==> config.mk <==
export PLATFORM = sky130hd
export DESIGN_NAME = ddo_queue
export DESIGN_NICKNAME = d
export VERILOG_FILES = /design/src/ddo_pkg.sv /design/src/ddo_queue.sv
export SDC_FILE = /design/constraint.sdc
export NUM_CORES = 1
export LEC_CHECK = 0
export ABC_AREA = 1
export BUFFER_PORTS_ARGS = -buffer_cell sky130_fd_sc_hd__buf_2
export CORE_UTILIZATION = 50
export CTS_CLUSTER_DIAMETER = 100
export DETAILED_ROUTE_END_ITERATION = 10
export PLACE_DENSITY_LB_ADDON = 0.25
export SYNTH_ARGS = -nofsm -noshare
export SYNTH_HDL_FRONTEND = slang
export SYNTH_SLANG_ARGS = --single-unit
export TNS_END_PERCENT = 10
==> constraint.sdc <==
create_clock -name i_clk -period 11.39 [get_ports i_clk]
set_clock_uncertainty 0.15 [all_clocks]
set_input_delay 2.8475 -clock i_clk [delete_from_list [all_inputs] [get_ports i_clk]]
set_output_delay 2.8475 -clock i_clk [all_outputs]
set_load 0.01 [all_outputs]
==> src/ddo_pkg.sv <==
// Shared types, constants and the arctangent table for the odometry block.
package ddo_pkg;

    // CORDIC iteration count; anything above 32 behaves as 32
    localparam int CORDIC_STEPS = 24;
    localparam int CORDIC_ITERS = (CORDIC_STEPS > 32) ? 32 : CORDIC_STEPS;
    localparam int ITER_W       = $clog2(CORDIC_ITERS);

    // Starting x of the rotation, 1/K in Q2.30
    localparam logic signed [33:0] CORDIC_GAIN = 34'sd652032874;

    // Depth of the queue between the front and back parts
    localparam int QUEUE_DEPTH = 2;
    localparam int QPTR_W      = (QUEUE_DEPTH > 1) ? $clog2(QUEUE_DEPTH) : 1;
    localparam int QCNT_W      = $clog2(QUEUE_DEPTH + 1);

    // atan(2^-i) as a binary angle, 2^32 per turn
    localparam logic [31:0] ATAN_TURNS [32] = '{
        32'h20000000, 32'h12E4051E, 32'h09FB385B, 32'h051111D4,
        32'h028B0D43, 32'h0145D7E1, 32'h00A2F61E, 32'h00517C55,
        32'h0028BE53, 32'h00145F2F, 32'h000A2F98, 32'h000517CC,
        32'h00028BE6, 32'h000145F3, 32'h0000A2FA, 32'h0000517D,
        32'h000028BE, 32'h0000145F, 32'h00000A30, 32'h00000518,
        32'h0000028C, 32'h00000146, 32'h000000A3, 32'h00000051,
        32'h00000029, 32'h00000014, 32'h0000000A, 32'h00000005,
        32'h00000003, 32'h00000001, 32'h00000001, 32'h00000000
    };

    // Wheel deltas of one item, both signed 33-bit
    typedef struct packed {
        logic [32:0] sum;
        logic [32:0] diff;
    } t_delta;

    // Status and results of the sine/cosine unit
    typedef struct packed {
        logic               busy;
        logic               done;
        logic signed [33:0] c;
        logic signed [33:0] s;
    } t_trig;

    // Configuration register values
    typedef struct packed {
        logic [31:0] distance_per_tick;
        logic [31:0] angle_per_tick;
    } t_cfg;

    function automatic logic [31:0] atan_lut(input logic [4:0] idx);
        return ATAN_TURNS[idx];
    endfunction

endpackage

==> src/ddo_queue.sv <==
// Small register queue of wheel-delta items between front and back.
module ddo_queue (
    input  logic            i_clk,
    input  logic            i_rst_n,
    input  logic            i_push,
    input  ddo_pkg::t_delta i_item,
    output logic            o_full,
    input  logic            i_pop,
    output logic            o_empty,
    output ddo_pkg::t_delta o_item
);

    ddo_pkg::t_delta                r_mem [ddo_pkg::QUEUE_DEPTH];
    logic [ddo_pkg::QPTR_W-1:0]     r_wr_ptr;
    logic [ddo_pkg::QPTR_W-1:0]     r_rd_ptr;
    logic [ddo_pkg::QCNT_W-1:0]     r_count;
    logic                           do_push;
    logic                           do_pop;

    assign o_full  = (r_count == ddo_pkg::QCNT_W'(ddo_pkg::QUEUE_DEPTH));
    assign o_empty = (r_count == '0);
    assign o_item  = r_mem[r_rd_ptr];
    assign do_push = i_push && !o_full;
    assign do_pop  = i_pop && !o_empty;

    // pointers and fill count
    always_ff @(posedge i_clk) begin
        if (!i_rst_n) begin
            r_wr_ptr <= '0;
            r_rd_ptr <= '0;
            r_count  <= '0;
        end else begin
            if (do_push) begin
                r_wr_ptr <= (r_wr_ptr == ddo_pkg::QPTR_W'(ddo_pkg::QUEUE_DEPTH - 1)) ?
                            '0 : r_wr_ptr + 1'b1;
            end
            if (do_pop) begin
                r_rd_ptr <= (r_rd_ptr == ddo_pkg::QPTR_W'(ddo_pkg::QUEUE_DEPTH - 1)) ?
                            '0 : r_rd_ptr + 1'b1;
            end
            if (do_push && !do_pop) begin
                r_count <= r_count + 1'b1;
            end else if (do_pop && !do_push) begin
                r_count <= r_count - 1'b1;
            end
        end
    end

    // storage
    always_ff @(posedge i_clk) begin
        if (do_push) begin
            r_mem[r_wr_ptr] <= i_item;
        end
    end

endmodule

==> impl_metrics.csv <==
group,metric,value,unit
setup_path,critical_path.slowest_cell,"dfxtp_4",
final_layout,multi_input_area,1016,um2
placed_design,dp_cells,508,
sta,worst_slack,6.180,ns
cts,clk-insertion-delay-late,0.50,ns
setup_path,cp.required,8.39,ns
synthesis,yosys_warnings,0,
hold_path,min_from,"r_rd_ptr",
sta,worstMarginPinSlew,1.104,ns
setup_path,crit_family,"flip-flops",
floorplan,fp-row-count,36,
pwr,vdd_drop_max,0.1179,mV
floorplan,fp.coreArea,9910,um2
setup_path,r2r_slack,8.98,ns
setup_path,cp.arrival,2.21,ns
detailed_routing,routedWlPerCell,15.50,um
sta,tns,0,ns
pwr,total_power,1.505,mW
pwr,p_leak,2.572,nW
final_layout,seq_area,4068,um2
setup_path,slowest_delay,1.04,ns
detailed_routing,ant_nets,0,
final_layout,drive_gt1_frac,0.5749,
run,max_cap_violations,0,
synthesis,avgSynthCellArea,21.25,um2
sta,fin_crit_sh,0.4574,
setup_path,start_kind,"register",
placed_design,dp_hpwl,5308,um
floorplan,initial_utilization,0.5212,
synthesis,syn_nets,314,
floorplan,die_y,103.6,um
final_layout,final_util,0.6604,
cts,cts_setup_buffers,0,
placed_design,numPortBuffers,137,
cts,cts.sink_count,137,
pwr,p_per_area,230.0,nW/um2
global_routing,antenna_found_initial,0,
synthesis,synth_area,5165,um2
hold_path,hold_path_class,"register to register",
cts,cts_root_buf,"clkbuf_8",
sta,final_hold_viol_count,0,
run_status,outcome,"complete, no violations",
sta,fin_crit,5.210,ns
final_layout,antenna_cells,0,
global_routing,first_global_vias,2745,
setup_path,cp_max_fo,66,
cts,cts_tree,"built",
setup_path,reg2reg_depth,3,
setup_path,reg2reg_to,"r_mem[1][16]",
floorplan,ios,138,
floorplan,dieArea,10740,um2
synthesis,synth_cell_type_count,15,
hold_path,holdPathStages,2,
setup_path,crit_type,"register to output pin",
synthesis,yosysSeqAreaShare,0.7868,
detailed_routing,drt_wl_total,8371,um
detailed_routing,drcViolationCount,0,
synthesis,synth-seq-cells,137,
global_routing,grt_max_degree,67,
setup_path,endpoint_kind,"output pin",
sta,setup_viol,0,
final_layout,nFillCells,736,
final_layout,layoutNonFillerInstCount,540,
detailed_routing,viasPerCell,4.857,
detailed_routing,drt-initial-drc-count,136,
final_layout,nNetsFinal,465,
setup_path,r2r_start,"r_count[0]",
sta,final_max_slew_viol_count,0,
sta,max-slew-margin-rel,0.2641,
synthesis,syn-instance-count,243,
cts,h-tree-depth,4,
setup_path,path_cells,"mux2_2 -> buf_2",
global_routing,grt_pass1_wl,13060,um
global_routing,grt_usage,0.1654,
sta,fmax,0.1919,GHz
detailed_routing,drtPass1Iterations,4,
cts,clkTransAtPathRegs,0.05,ns
final_layout,area_growth,26.70,%
cts,cts-resized-gates,0,
setup_path,cp.buffers_inverters,1,
global_routing,grt-ovfl-total,0,
placed_design,dpl_worst_slack,6.450,ns
sta,rsz0062_at_grt,"false",
detailed_routing,vias,2623,
floorplan,die-width,103.6,um
placed_design,place.gp.congestion,0.6943,
cts,cts_hold_buf,0,
cts,clockBufferDepth,2,
cts,cts_buffers,17,
-- logic make-up after synthesis --
family,Yosys count,share of synthesized area
fa+ha+maj,1,0.002422
compound gates,4,0.003874
mux,66,0.1730
simple gates,19,0.01453
flops,137,0.7868
buf+inv,16,0.01938
-- synth_stat cells --
cell type    n  area, um2
mux2_4      40      600.6
nand4_1      1      6.260
nor2_1      11      41.29
edfxtp_1   132       3964
dfxtp_1      5      100.1
ha_1         1      12.51
a21oi_1      1      5.000
buf_2        2      10.01
mux2_2      26      292.8
o21ai_0      2      10.01
inv_1        9      33.78
buf_6        5      56.30
nand3_1      1      5.000
o21ai_1      1      5.000
nand2_1      6      22.52
-- final cells by class --
| type | count | share of cell area |
|---|---|---|
| flip-flops and latches | 137 | 0.6216 |
| multi-input cells | 90 | 0.1553 |
| inverters | 9 | 0.005163 |
| clock buffers | 22 | 0.06616 |
| repair buffers | 139 | 0.1071 |
| clock inverters | 10 | 0.01931 |
| well taps | 133 | 0.02543 |
-- report_power, final --
group / switching (mW) / leakage (nW) / total [mW] / internal (mW)
combinational: 0.143 / 1.02 / 0.303 / 0.160
sequential: 0.0494 / 1.27 / 0.688 / 0.639
clock: 0.184 / 0.274 / 0.514 / 0.330
total: 0.376 / 2.57 / 1.51 / 1.13
-- stage by stage --
stage                     cell area, um2  hold slack (ns)
final                               6544           0.3466
after global routing                6544           0.3936
after CTS                           6544           0.3534
after detailed placement            5984           0.3387
after global placement              5984           0.3327
after floorplan                     5165           0.3169
-- tightest hold or removal path: stages (launching register included) --
cell     delay [ns]
dfxtp_1        0.33
nor2_1         0.06
nor2_1         0.08
-- cell usage in the layout, fill, tap and decap left out --
master,synthesis,final
nand4_1,1,1
nor2_1,11,9
clkinv_2,0,5
o21ai_1,1,1
edfxtp_1,132,132
buf_4,0,2
mux2_4,40,40
a21oi_1,1,1
clkbuf_8,0,1
clkinvlp_4,0,1
o21ai_0,2,2
mux2_2,26,26
dfxtp_4,0,1
clkbuf_1,0,5
inv_1,9,9
ha_1,1,1
nand3_1,1,1
clkinv_1,0,1
dfxtp_1,5,4
buf_2,2,137
clkbuf_16,0,16
bufinv_16,0,3
nand2_1,6,6
nor2_4,0,2
-- how the worst max path moves through the flow --
stage,endpoint,slack [ns],cells after the start
after floorplan,r_mem[0][0],5.04,2
after global placement,r_mem[1][48],6.47,4
after detailed placement,r_mem[1][45],6.45,4
after CTS,o_item[61],6.15,2
after global routing,o_item[0],6.10,2
final,o_item[57],6.18,2
-- sequential cells by signal (all words and copies together) (netlist names), named ones only --
name and cells:
r_count 2, r_mem 132, r_rd_ptr 1, r_wr_ptr 1
-- routing by layer --
metal | part of all wire | up-vias | global-route usage | routed length [um]
li1 | - | 1243 | - | -
met1 | 0.40 | 1254 | 0.1796 | 3327
met2 | 0.50 | 112 | 0.2785 | 4216
met3 | 0.077 | 14 | 0.05853 | 648
met4 | 0.021 | 0 | 0.09938 | 179
met5 | 0 | - | 0 | 0
Note: power is estimated with default switching activity, not from simulation.
