## src/ddo_pkg.sv

```systemverilog
// Shared types, constants and the arctangent table for the odometry block.
package ddo_pkg;

    // CORDIC iteration count; anything above 32 behaves as 32
    localparam int CORDIC_STEPS = 24;
    localparam int CORDIC_ITERS = (CORDIC_STEPS > 32) ? 32 : CORDIC_STEPS;
    localparam int ITER_W       = $clog2(CORDIC_ITERS);

    // Starting x of the rotation, 1/K in Q2.30
    localparam logic signed [33:0] CORDIC_GAIN = 34'sd652032874;

    // Depth of the queue between the front and back parts
    localparam int QUEUE_DEPTH = 2;
    localparam int QPTR_W      = (QUEUE_DEPTH > 1) ? $clog2(QUEUE_DEPTH) : 1;
    localparam int QCNT_W      = $clog2(QUEUE_DEPTH + 1);

    // atan(2^-i) as a binary angle, 2^32 per turn
    localparam logic [31:0] ATAN_TURNS [32] = '{
        32'h20000000, 32'h12E4051E, 32'h09FB385B, 32'h051111D4,
        32'h028B0D43, 32'h0145D7E1, 32'h00A2F61E, 32'h00517C55,
        32'h0028BE53, 32'h00145F2F, 32'h000A2F98, 32'h000517CC,
        32'h00028BE6, 32'h000145F3, 32'h0000A2FA, 32'h0000517D,
        32'h000028BE, 32'h0000145F, 32'h00000A30, 32'h00000518,
        32'h0000028C, 32'h00000146, 32'h000000A3, 32'h00000051,
        32'h00000029, 32'h00000014, 32'h0000000A, 32'h00000005,
        32'h00000003, 32'h00000001, 32'h00000001, 32'h00000000
    };

    // Wheel deltas of one item, both signed 33-bit
    typedef struct packed {
        logic [32:0] sum;
        logic [32:0] diff;
    } t_delta;

    // Status and results of the sine/cosine unit
    typedef struct packed {
        logic               busy;
        logic               done;
        logic signed [33:0] c;
        logic signed [33:0] s;
    } t_trig;

    // Configuration register values
    typedef struct packed {
        logic [31:0] distance_per_tick;
        logic [31:0] angle_per_tick;
    } t_cfg;

    function automatic logic [31:0] atan_lut(input logic [4:0] idx);
        return ATAN_TURNS[idx];
    endfunction

endpackage

```

## src/ddo_front.sv

```systemverilog
// Front part: takes encoder counts and turns them into wheel deltas.
module ddo_front (
    input  logic               i_clk,
    input  logic               i_rst_n,
    input  logic               i_push,
    output logic               o_full,
    input  logic signed [31:0] i_left_count,
    input  logic signed [31:0] i_right_count,
    input  logic               i_q_full,
    output logic               o_q_push,
    output ddo_pkg::t_delta    o_q_item
);

    logic [31:0] r_last_left;
    logic [31:0] r_last_right;
    logic [31:0] dl;
    logic [31:0] dr;

    assign o_full   = i_q_full;
    assign o_q_push = i_push && !i_q_full;

    // deltas modulo 2^32, then sum and difference in 33 bits
    assign dl = i_left_count - r_last_left;
    assign dr = i_right_count - r_last_right;
    assign o_q_item.sum  = {dl[31], dl} + {dr[31], dr};
    assign o_q_item.diff = {dr[31], dr} - {dl[31], dl};

    // previous counts
    always_ff @(posedge i_clk) begin
        if (!i_rst_n) begin
            r_last_left  <= '0;
            r_last_right <= '0;
        end else if (o_q_push) begin
            r_last_left  <= i_left_count;
            r_last_right <= i_right_count;
        end
    end

endmodule

```

## config.mk

```make
export PLATFORM = sky130hd
export DESIGN_NAME = ddo_front
export DESIGN_NICKNAME = d
export VERILOG_FILES = /design/src/ddo_pkg.sv /design/src/ddo_front.sv
export SDC_FILE = /design/constraint.sdc
export NUM_CORES = 1
export LEC_CHECK = 0
export BUFFER_PORTS_ARGS = -buffer_cell sky130_fd_sc_hd__buf_2
export CORE_MARGIN = 2
export CORE_UTILIZATION = 60
export CTS_CLUSTER_SIZE = 14
export DETAILED_ROUTE_END_ITERATION = 7
export PLACE_DENSITY = 0.83
export SYNTH_ARGS = -nofsm -noshare
export SYNTH_HDL_FRONTEND = slang
export SYNTH_SLANG_ARGS = --single-unit
```

## constraint.sdc

```tcl
create_clock -name i_clk -period 12.8 [get_ports i_clk]
set_input_delay 3.84 -clock i_clk [delete_from_list [all_inputs] [get_ports i_clk]]
set_output_delay 3.84 -clock i_clk [all_outputs]
set_load 0.01 [all_outputs]
```

==> impl_metrics.env <==
export IMPL_outcome="finished clean"
export IMPL_syn2layout_area_growth_pct=10.8
export IMPL_startpoint_type="primary input"
export IMPL_period_share_pct=97.5
export IMPL_worstSkewPairLatency_ns=0.33
export IMPL_path_class="primary input to output pin"
export IMPL_critPathCaptureType="output pin"
export IMPL_yosys_warnings=0
export IMPL_finalSetupTns_ns=0
export IMPL_worstPathArrival_ns=8.64
export IMPL_grt_first_pass_wirelength_mm=40.8
export IMPL_p_comb_share_pct=72.1
export IMPL_crit_path_cell_trace="buf_2 > inv_1 > ha_1 > inv_1 > fa_1 > a21o_1 > a311oi_2 > nor3b_1 > o31ai_2 > a21oi_1 > or3_1 > a21oi_1 > xnor2_1 > ha_4 > nor4_1 > nand3_1 > nor4_2 > nor4b_2 > o31ai_1 > a21oi_1 > xor2_1 > buf_2"
export IMPL_synth_area_leaders="ha_1, dfxtp_1, xnor2_1"
export IMPL_rows=45
export IMPL_grt_pass1_vias=8506
export IMPL_finalMaxSlewViolations=0
export IMPL_p_int_mw=0.880
export IMPL_synth_most_common_cell="nand2_1"
export IMPL_place_gp_congestion=0.990
export IMPL_fin_crit_ns=12.48
export IMPL_htree_levels=3
export IMPL_drt_iter0_drc=807
export IMPL_fillers=1411
export IMPL_root_buffer="clkbuf_16"
export IMPL_cp_slowest_cell="nor4_2"
export IMPL_synth_area_mm2=0.00932
export IMPL_worst_r2r_cell_count=2
export IMPL_worstHoldPathCells=2
export IMPL_sw_frac_of_total_pct=48.5
export IMPL_netlist_instances=1334
export IMPL_grt_max_degree=66
export IMPL_use_met3_pct=3.83
export IMPL_initial_utilization_pct=61.3
export IMPL_fmax_ghz=0.0801
export IMPL_synth_edf_count=0
export IMPL_viasPerCell=5.86
export IMPL_cts_tree="done"
export IMPL_whs_endpoint="r_last_left[28]"
export IMPL_hpwlAfterDp_mm=20.0
export IMPL_grt_use_met1_pct=43.1
export IMPL_hold_viol_final=0
export IMPL_placed_cells=1592
export IMPL_hold_worst_slack_ns=0.465
export IMPL_die_y_um=129
export IMPL_hp_start="r_last_left[28]"
export IMPL_gr_total_overflow=0
export IMPL_slew_headroom_pct=34.5
export IMPL_netlist_area_leader_share_pct=16.9
export IMPL_ys_types=75
export IMPL_slowest_delay_ns=0.46
export IMPL_avgSynthCellArea_um2=6.98
export IMPL_synth_seq_cells=64
export IMPL_yosysSeqAreaShare_pct=13.8
export IMPL_drtPass1Iterations=5
export IMPL_hold_class="flip-flop to flip-flop"
export IMPL_reg2reg_setup_slack_ns=12.06
export IMPL_track_usage_pct=30.0
export IMPL_portBuffers=135
export IMPL_power_leakage_nw=4.50
export IMPL_clockBufferDepth=2
export IMPL_p_sw_mw=0.827
export IMPL_grt_use_met2_pct=47.1
export IMPL_core_area_mm2=0.0152
export IMPL_cts_sinks=64
export IMPL_antenna_found_initial=1
export IMPL_peakVddDrop_uv=84.1
export IMPL_r2r_end="r_last_right[1]"
export IMPL_maxCapViolations=0
export IMPL_pwr_share_clk_pct=15.4
export IMPL_pwr_density_cell_mw_per_mm2=165
export IMPL_yosysTopAreaCell="ha_1"
export IMPL_numCtsBuffers=9
export IMPL_finalClockSkew_ns=0
export IMPL_r2r_start="r_last_right[1]"
export IMPL_wire_per_inst_um=15.5
export IMPL_die_x_um=129
export IMPL_p_seq_share_pct=12.5
export IMPL_critPathTopFamily="simple AND/OR/NAND/NOR gates"
export IMPL_critical_path_startpoint="i_left_count[0]"
export IMPL_ctsResizeCount=0
export IMPL_critPathRequiredTime_ns=8.96
export IMPL_yosys_top_cells_count="nand2_1, inv_1, a21oi_1, ha_1, nor2_1"
export IMPL_rsz0062_at_grt="true"
export IMPL_crit_buf_inv=4
export IMPL_post_cts_setup_buffer_count=0
export IMPL_route_detailed_drc=0
export IMPL_crit_path_frequent_cell="a21oi_1"
export IMPL_clk_pin_slew_ns=0.06
export IMPL_vias=9433
export IMPL_ant_nets=0
export IMPL_grt_busiest_layer="met2"
export IMPL_async_flop_share_pct=0
export IMPL_setup_viol=0
export IMPL_cp_max_fo=7
export IMPL_boundaryPins=136
export IMPL_nets=1613
export IMPL_drive_gt1_share_pct=13.0
export IMPL_tightest_slew_ns=0.982
export IMPL_synth_fp_nets=1532
export IMPL_layout_cells_non_filler=1609
export IMPL_ctsHoldBuffers=0
export IMPL_synth_flop_cell="dfxtp_1"
export IMPL_drt_wl_total_mm=24.9
export IMPL_die_area_mm2=0.0165
metrics by stage:
stage                     worst slack, ns  area [um2]  util, %  power, mW
after floorplan                     0.984        9320        -       1.07
after global routing              0.00149       10300     67.9       1.84
after global placement              0.392        9980     65.7       1.41
final                               0.320       10300     67.9       1.71
after detailed placement            0.298        9980     65.7       1.42
after CTS                           0.257       10300     67.8       1.69
flip-flops by register name, summed over array words and instances, names as in the netlist:
| register | flops |
|---|---|
| r_last_left | 32 |
| r_last_right | 32 |
final cells by class:
class                   instances  area, um2  area share [%]
clock inverters                 7       96.3           0.933
inverters                     140        526            5.09
clock buffers                   9        225            2.18
flip-flops and latches         64       1280            12.4
repair buffers                140        713            6.91
diodes                          1       2.50          0.0242
multi-input cells            1060       7250            70.2
well taps                     188        235            2.28
cells in the final DEF (no fill, tap or decap), types with 33 or more instances in the layout:
cell type | synthesis | routed
nor2_1 | 94 | 94
nand2_1 | 184 | 184
inv_1 | 139 | 138
dfxtp_1 | 64 | 64
a21boi_0 | 68 | 68
xnor2_1 | 89 | 89
a21o_1 | 35 | 35
buf_2 | 10 | 135
xor2_1 | 33 | 33
o21ai_0 | 47 | 47
a21oi_1 | 130 | 130
ha_1 | 126 | 125
metal layers:
metal | part of all wire [%] | vias to the layer above | wire length [um]
met5 | 0 | - | 0
li1 | - | 4726 | -
met2 | 43 | 346 | 10800
met1 | 48 | 4319 | 11900
met4 | 2.4 | 0 | 608
met3 | 6.6 | 42 | 1650
power groups by stage:
stage | registers, mW | clock network [mW] | logic [mW]
3_5_place_dp | 0.217 | 0 | 1.21
3_3_place_gp | 0.217 | 0 | 1.19
5_1_grt | 0.214 | 0.276 | 1.35
6_report | 0.213 | 0.262 | 1.23
2_1_floorplan | 0.216 | 0 | 0.852
4_1_cts | 0.213 | 0.266 | 1.21
cells by family (layout without fill, tap and decap cells):
logic type	count (synthesis)	in the layout	share of synthesized area, %
mux	1	1	0.107
other cells	0	1	0
compound gates	406	406	28.8
xor+xnor	122	122	11.5
simple gates	401	401	19.4
fa+ha+maj	130	130	17.8
flops	64	64	13.8
buf+inv	210	296	8.69
worst max-delay path by stage:
stage / end / slack (ns) / cells after the start
floorplan: o_q_item[64] / 0.98 / 22
global placement: o_q_item[29] / 0.39 / 22
detailed placement: o_q_item[64] / 0.30 / 23
CTS: o_q_item[64] / 0.26 / 23
global route: o_q_item[29] / 0.001 / 22
finish: o_q_item[29] / 0.32 / 22
worst register-to-register path, delay by kind of cell (launching register included):
| kind | cells | cell delay (ns) |
|---|---|---|
| simple gates | 1 | 0.06 |
| compound gates | 1 | 0.21 |
| flops | 1 | 0.38 |
Power figures use the tool's default switching activity.
