--- src/ddo_pkg.sv ---
// Shared types, constants and the arctangent table for the odometry block.
package ddo_pkg;

    // CORDIC iteration count; anything above 32 behaves as 32
    localparam int CORDIC_STEPS = 24;
    localparam int CORDIC_ITERS = (CORDIC_STEPS > 32) ? 32 : CORDIC_STEPS;
    localparam int ITER_W       = $clog2(CORDIC_ITERS);

    // Starting x of the rotation, 1/K in Q2.30
    localparam logic signed [33:0] CORDIC_GAIN = 34'sd652032874;

    // Depth of the queue between the front and back parts
    localparam int QUEUE_DEPTH = 2;
    localparam int QPTR_W      = (QUEUE_DEPTH > 1) ? $clog2(QUEUE_DEPTH) : 1;
    localparam int QCNT_W      = $clog2(QUEUE_DEPTH + 1);

    // atan(2^-i) as a binary angle, 2^32 per turn
    localparam logic [31:0] ATAN_TURNS [32] = '{
        32'h20000000, 32'h12E4051E, 32'h09FB385B, 32'h051111D4,
        32'h028B0D43, 32'h0145D7E1, 32'h00A2F61E, 32'h00517C55,
        32'h0028BE53, 32'h00145F2F, 32'h000A2F98, 32'h000517CC,
        32'h00028BE6, 32'h000145F3, 32'h0000A2FA, 32'h0000517D,
        32'h000028BE, 32'h0000145F, 32'h00000A30, 32'h00000518,
        32'h0000028C, 32'h00000146, 32'h000000A3, 32'h00000051,
        32'h00000029, 32'h00000014, 32'h0000000A, 32'h00000005,
        32'h00000003, 32'h00000001, 32'h00000001, 32'h00000000
    };

    // Wheel deltas of one item, both signed 33-bit
    typedef struct packed {
        logic [32:0] sum;
        logic [32:0] diff;
    } t_delta;

    // Status and results of the sine/cosine unit
    typedef struct packed {
        logic               busy;
        logic               done;
        logic signed [33:0] c;
        logic signed [33:0] s;
    } t_trig;

    // Configuration register values
    typedef struct packed {
        logic [31:0] distance_per_tick;
        logic [31:0] angle_per_tick;
    } t_cfg;

    function automatic logic [31:0] atan_lut(input logic [4:0] idx);
        return ATAN_TURNS[idx];
    endfunction

endpackage

--- src/ddo_back.sv ---
// Back part: scaling multiplies, heading, CORDIC and pose accumulation.
module ddo_back (
    input  logic               i_clk,
    input  logic               i_rst_n,
    input  ddo_pkg::t_cfg      i_cfg,
    input  logic               i_q_valid,
    input  ddo_pkg::t_delta    i_q_item,
    output logic               o_q_pop,
    output logic               o_start,
    output logic [31:0]        o_start_angle,
    input  ddo_pkg::t_trig     i_trig,
    input  logic               i_pop,
    output logic               o_valid,
    output logic signed [47:0] o_x_position,
    output logic signed [47:0] o_y_position,
    output logic [31:0]        o_heading
);

    typedef enum logic [3:0] {
        S_IDLE, S_TURN, S_DIST, S_DSAVE, S_ROT, S_XLO,
        S_XHI, S_YLO, S_YHI, S_YRND, S_YACC, S_DONE
    } t_state;

    t_state       r_state;
    logic [32:0]  r_sum;
    logic [32:0]  r_diff;
    logic [63:0]  r_prod;
    logic [31:0]  r_turn;
    logic [62:0]  r_dist;
    logic         r_neg;
    logic [31:0]  r_cmag;
    logic [31:0]  r_smag;
    logic         r_cneg;
    logic         r_sneg;
    logic [63:0]  r_lo;
    logic [47:0]  r_mag;
    logic [47:0]  r_pos_x;
    logic [47:0]  r_pos_y;
    logic [31:0]  r_angle;
    logic         r_out_valid;
    logic [47:0]  r_out_x;
    logic [47:0]  r_out_y;
    logic [31:0]  r_out_h;

    logic [32:0]  n_ms;
    logic [32:0]  n_turn;
    logic [33:0]  n_cabs;
    logic [33:0]  n_sabs;
    logic [31:0]  mul_a;
    logic [31:0]  mul_b;

    // distance product halves rounded to Q24.24, modulo 2^48
    function automatic logic [47:0] round_q30(input logic [63:0] lo, input logic [63:0] hi);
        logic [64:0] t;
        t = {1'b0, lo} + 65'h0_2000_0000;
        return 48'(t[64:30]) + {hi[45:0], 2'b00};
    endfunction

    assign n_ms   = r_sum[32] ? (33'd0 - r_sum) : r_sum;
    assign n_turn = r_prod[32:0] + {r_diff[32] & i_cfg.angle_per_tick[0], 32'd0};
    assign n_cabs = i_trig.c[33] ? (34'd0 - i_trig.c) : i_trig.c;
    assign n_sabs = i_trig.s[33] ? (34'd0 - i_trig.s) : i_trig.s;

    assign o_q_pop       = (r_state == S_IDLE) && i_q_valid;
    assign o_start       = (r_state == S_DIST);
    assign o_start_angle = r_angle + n_turn[32:1];

    assign o_valid      = r_out_valid;
    assign o_x_position = $signed(r_out_x);
    assign o_y_position = $signed(r_out_y);
    assign o_heading    = r_out_h;

    // operand select for the shared 32x32 multiplier
    always_comb begin
        mul_a = '0;
        mul_b = '0;
        unique case (r_state)
            S_TURN: begin
                mul_a = r_diff[31:0];
                mul_b = i_cfg.angle_per_tick;
            end
            S_DIST: begin
                mul_a = n_ms[31:0];
                mul_b = i_cfg.distance_per_tick;
            end
            S_XLO: begin
                mul_a = r_dist[31:0];
                mul_b = r_cmag;
            end
            S_XHI: begin
                mul_a = {1'b0, r_dist[62:32]};
                mul_b = r_cmag;
            end
            S_YLO: begin
                mul_a = r_dist[31:0];
                mul_b = r_smag;
            end
            S_YHI: begin
                mul_a = {1'b0, r_dist[62:32]};
                mul_b = r_smag;
            end
            default: begin
                mul_a = '0;
                mul_b = '0;
            end
        endcase
    end

    // sequencer, pose and result register
    always_ff @(posedge i_clk) begin
        if (!i_rst_n) begin
            r_state     <= S_IDLE;
            r_pos_x     <= '0;
            r_pos_y     <= '0;
            r_angle     <= '0;
            r_out_valid <= 1'b0;
        end else begin
            r_prod <= mul_a * mul_b;
            if (i_pop && r_out_valid) begin
                r_out_valid <= 1'b0;
            end
            unique case (r_state)
                S_IDLE: begin
                    if (i_q_valid) begin
                        r_sum   <= i_q_item.sum;
                        r_diff  <= i_q_item.diff;
                        r_state <= S_TURN;
                    end
                end
                S_TURN: r_state <= S_DIST;
                S_DIST: begin
                    r_turn  <= n_turn[31:0];
                    r_state <= S_DSAVE;
                end
                S_DSAVE: begin
                    // |sum| of exactly 2^32 leaves the low product at zero
                    r_dist  <= n_ms[32] ? {i_cfg.distance_per_tick, 31'd0} : r_prod[63:1];
                    r_neg   <= r_sum[32];
                    r_state <= S_ROT;
                end
                S_ROT: begin
                    if (i_trig.done) begin
                        r_cmag  <= n_cabs[31:0];
                        r_smag  <= n_sabs[31:0];
                        r_cneg  <= i_trig.c[33];
                        r_sneg  <= i_trig.s[33];
                        r_state <= S_XLO;
                    end
                end
                S_XLO: r_state <= S_XHI;
                S_XHI: begin
                    r_lo    <= r_prod;
                    r_state <= S_YLO;
                end
                S_YLO: begin
                    r_mag   <= round_q30(r_lo, r_prod);
                    r_state <= S_YHI;
                end
                S_YHI: begin
                    r_lo    <= r_prod;
                    r_pos_x <= (r_neg ^ r_cneg) ? r_pos_x - r_mag : r_pos_x + r_mag;
                    r_state <= S_YRND;
                end
                S_YRND: begin
                    r_mag   <= round_q30(r_lo, r_prod);
                    r_state <= S_YACC;
                end
                S_YACC: begin
                    r_pos_y <= (r_neg ^ r_sneg) ? r_pos_y - r_mag : r_pos_y + r_mag;
                    r_angle <= r_angle + r_turn;
                    r_state <= S_DONE;
                end
                S_DONE: begin
                    if (!r_out_valid || i_pop) begin
                        r_out_x     <= r_pos_x;
                        r_out_y     <= r_pos_y;
                        r_out_h     <= r_angle;
                        r_out_valid <= 1'b1;
                        r_state     <= S_IDLE;
                    end
                end
                default: r_state <= S_IDLE;
            endcase
        end
    end

    a_start_when_free: assert property (@(posedge i_clk) disable iff (!i_rst_n)
        o_start |-> !i_trig.busy)
        else $error("CORDIC started while busy");

    a_done_while_waiting: assert property (@(posedge i_clk) disable iff (!i_rst_n)
        i_trig.done |-> (r_state == S_ROT))
        else $error("CORDIC result arrived outside the wait state");

    a_heading_commit: assert property (@(posedge i_clk) disable iff (!i_rst_n)
        (r_state != S_YACC) |=> $stable(r_angle))
        else $error("heading changed outside the commit step");

    a_result_blocks: assert property (@(posedge i_clk) disable iff (!i_rst_n)
        (r_state == S_DONE && r_out_valid && !i_pop) |=> (r_state == S_DONE))
        else $error("pending result overwritten");

endmodule
--- config.mk ---
export PLATFORM = sky130hd
export DESIGN_NAME = ddo_back
export DESIGN_NICKNAME = d
export VERILOG_FILES = /design/src/ddo_pkg.sv /design/src/ddo_back.sv
export SDC_FILE = /design/constraint.sdc
export NUM_CORES = 2
export LEC_CHECK = 0
export CAP_MARGIN = 20
export CORE_ASPECT_RATIO = 1.5
export CORE_MARGIN = 10
export CORE_UTILIZATION = 34
export DETAILED_ROUTE_END_ITERATION = 12
export DONT_BUFFER_PORTS = 1
export PLACE_DENSITY_LB_ADDON = 0.3
export SETUP_SLACK_MARGIN = 0.3
export SYNTH_ARGS = -nofsm -noshare
export SYNTH_HDL_FRONTEND = slang
export SYNTH_SLANG_ARGS = --single-unit
--- constraint.sdc ---
create_clock -name i_clk -period 29.7 [get_ports i_clk]
set_input_delay 4.455 -clock i_clk [delete_from_list [all_inputs] [get_ports i_clk]]
set_output_delay 4.455 -clock i_clk [all_outputs]
set_load 0.02 [all_outputs]
==> results by group <==
Status
  – Outcome: complete, no violations

Yosys
  – Post-Syn Nets: between 8000 and 9000
  – Mapped Cells: 7278
  – Post-Synthesis Mean Instance Area: 9.385 sq um
  – Cell area after synthesis: approximately 68000 sq um
  – Fraction of registers with async set/reset: 0%
  – Synth Flop Type: edfxtp_1
  – Post-synthesis sequential area ratio: 26.01%
  – Synth Register Bits: 636
  – EDFF count, synth: about 500
  – Synth cell types: 93
  – Synth Warn #: 0

Clocking
  – Root Buffer: clkbuf_16
  – # Post-CTS Setup Buffers: 0
  – Post-CTS Hold Buffers: 0
  – Worst skew pair latency: 0.70 ns
  – Post-cts sizing count: 0
  – CTS Buffer Depth: 3
  – H-Tree Depth: 3
  – Num CTS Buffers: roughly 70
  – Clk sinks: 636
  – CTS tree: done
  – Clock transition at path regs: 0.07 ns

Layout
  – Final design utilization: 36.97%
  – # nets final: 8714
  – Final instance area: 73920 sq um
  – Most common cell after layout, fill and taps aside: nand2_1
  – Layout cells sized above 1: 4.980%
  – Most frequent cells in the layout: nand2_1, inv_1, fa_1
  – Area grow syn2layout: 8.230%

Timing
  – Final Setup Violations: 0
  – Clock period minus worst slack: about 14 ns
  – Setup TNS: 0 ns
  – Peak Freq: 73.80 MHz
  – Worst-Margin Slew: approximately 1.2 ns
  – Max-slew headroom: about a fifth
  – Clock skew: 0.04708 ns
  – Setup ws final: approximately 16 ns
  – Fin. Hold Viols: 0
  – Max-slew violation count: 0
  – Unrepaired setup endpoints after global routing: false
  – Tcrit/Tclk final: a little under half

Detailed routing
  – Initial DRC Count: 4644
  – Post-DRT Antenna Nets: 0
  – Wire per inst: 27.41 um
  – DRC: 0
  – Vias: 54000
  – Vias per cell: 5.477
  – Drt total wl: around 270000 um
  – TritonRoute pass-1 iters: 8

Global routing
  – Initial antenna violation count: 42
  – Largest net degree at the start of global routing: 97
  – First-pass GRT wire length: roughly 380000 um
  – Global Route Usage Sum: around a quarter
  – Number of global-route vias before repair: 55900
  – Overflow after GRT: 0

Worst setup path
  – Crit path DAT: 14.00 ns
  – CP Class: in2reg
  – Slowest cell delay on critical path: 1.03 ns
  – Slowest CP cell: and4_1
  – Most frequent CP cell: fa_1
  – Startpoint types: primary input
  – Kind of end point of the critical path: register
  – Worst EP required: 30.15 ns
  – Cells on worst reg2reg path: 31
  – CP Max Fanout: 11

Placed design
  – Hpwl dp: between 200000 and 250000 um
  – Buffers on Ports: 0
  – DP Area: 71500 sq um
  – Placer Congestion: 1.026
  – Dpl ws: ~16 ns

Power
  – Net Sw Frac: 46.88%
  – Power per cell area: 63.77 nW/um^2
  – Total power: between 0.004 and 0.005 W
  – Sequential Power Share: a little over a quarter
  – Clock Power Share: about a fifth
  – Power share of the combinational group: between 50% and 60%
  – Static Leak: about 32 nW
  – Internal power: approximately 0.0025 W
  – VDD IR max: 0.00005869 V
  – P_sw: 0.002210 W

Floorplan
  – I/O pins: 367
  – Die Ht: 568.9 um
  – Row cnt: 201
  – Die footprint: 219600 sq um
  – Width of the die: 386.0 um
  – Initial Util: between 30% and 40%
  – Core Region: 199900 sq um

Min path
  – Worst hold path type: reg2reg
  – Hold Path Stages: 0

Run
  – Max-cap violations: 0
## cell type report
cell class | count | area (sq um)
Timing Repair Buffer | 132 | 998.5
Clock inverter | 43 | 456.7
Sequential cell | 636 | 17770
Clock buffer | 88 | 1933
Antenna cell | 12 | 30.03
Multi-Input combinational cell | 5280 | 45570
Tap cell | 2639 | 3302
Fill cell | 20210 | 126000
Inverter | 1030 | 3869
## Yosys cell counts, drive strengths merged (30+ instances only)
library cell	n	share of area [%]
mux2	32	0.53
nor3	62	0.46
and4	38	0.49
ha	457	8.4
a222oi	30	0.44
o21ai	225	1.6
a21oi	352	2.6
xnor2	292	3.7
nand2	1035	5.7
xor2	156	2.0
inv	1029	5.7
and3	33	0.30
nor2b	69	0.63
nand3	75	0.56
buf	36	0.28
dfxtp	133	3.9
nor2	773	4.3
fa	901	26
edfxtp	503	22
o21bai	35	0.38
nand4	78	0.71
o31ai	36	0.42
a21o	123	1.4
o21a	63	0.69
a211oi	39	0.43
clkbuf	296	1.6
nand2b	53	0.51
## metal layers
metal,global-route usage [%],vias to the layer above,wire (um)
met3,6.692,895,24820
met4,19.17,40,26590
met5,0,-,273
met2,40.15,2605,126500
met1,25.59,26950,92090
li1,-,23510,-
## cell families after synthesis
group / Yosys count / synth area share [%]
compound gates: 1077 / 10.12
xor+xnor: 448 / 5.745
fa+ha+maj: 1358 / 34.78
buf+inv: 1362 / 7.567
flops: 636 / 26.01
mux: 39 / 0.6301
simple gates: 2358 / 15.14
## flip-flops by register name, summed over array words and instances (netlist names), 4 cells and up
register,count
o_heading,32
o_x_position,48
o_y_position,48
r_angle,32
r_cmag,32
r_diff,33
r_dist,63
r_lo,35
r_mag,48
r_pos_x,48
r_pos_y,48
r_prod,64
r_smag,32
r_state,4
r_sum,33
r_turn,32
## worst paths after layout
kind | start | to | slack (ns)
setup / recovery | i_cfg[14] | r_prod[63] | 16.15
hold / removal | r_pos_y[47] | o_y_position[47] | 0.46
setup reg to reg | r_state[3] | r_prod[63] | 17.49
hold reg to reg | r_pos_y[47] | o_y_position[47] | 0.46
## metrics by stage
| stage | hold slack, ns | instances |
|---|---|---|
| 2_1_floorplan | 0.4172 | 7278 |
| 3_3_place_gp | 0.4374 | 9716 |
| 3_5_place_dp | 0.4398 | 9717 |
| 4_1_cts | 0.4554 | 9848 |
| 5_1_grt | 0.4749 | 9849 |
| 6_report | 0.4563 | 9860 |
## power by group through the flow
stage                     Combinational [W]  Clock, W  Sequential, W
final                               0.00253  0.000946        0.00124
after floorplan                     0.00162         0        0.00115
after global placement              0.00245         0        0.00125
after CTS                           0.00250  0.000963        0.00123
after global routing                0.00274  0.000994        0.00123
after detailed placement            0.00248         0        0.00125
## critical path: cells and delay by family
kind | cells | cell delay (ns)
AO/OA/AOI/OAI | 8 | 3.17
adder cells (fa/ha/maj) | 9 | 4.24
AND/OR/NAND/NOR | 5 | 1.79
buffers and inverters | 4 | 0.21
XOR/XNOR | 1 | 0.08
(Power assumes the default switching activity.)
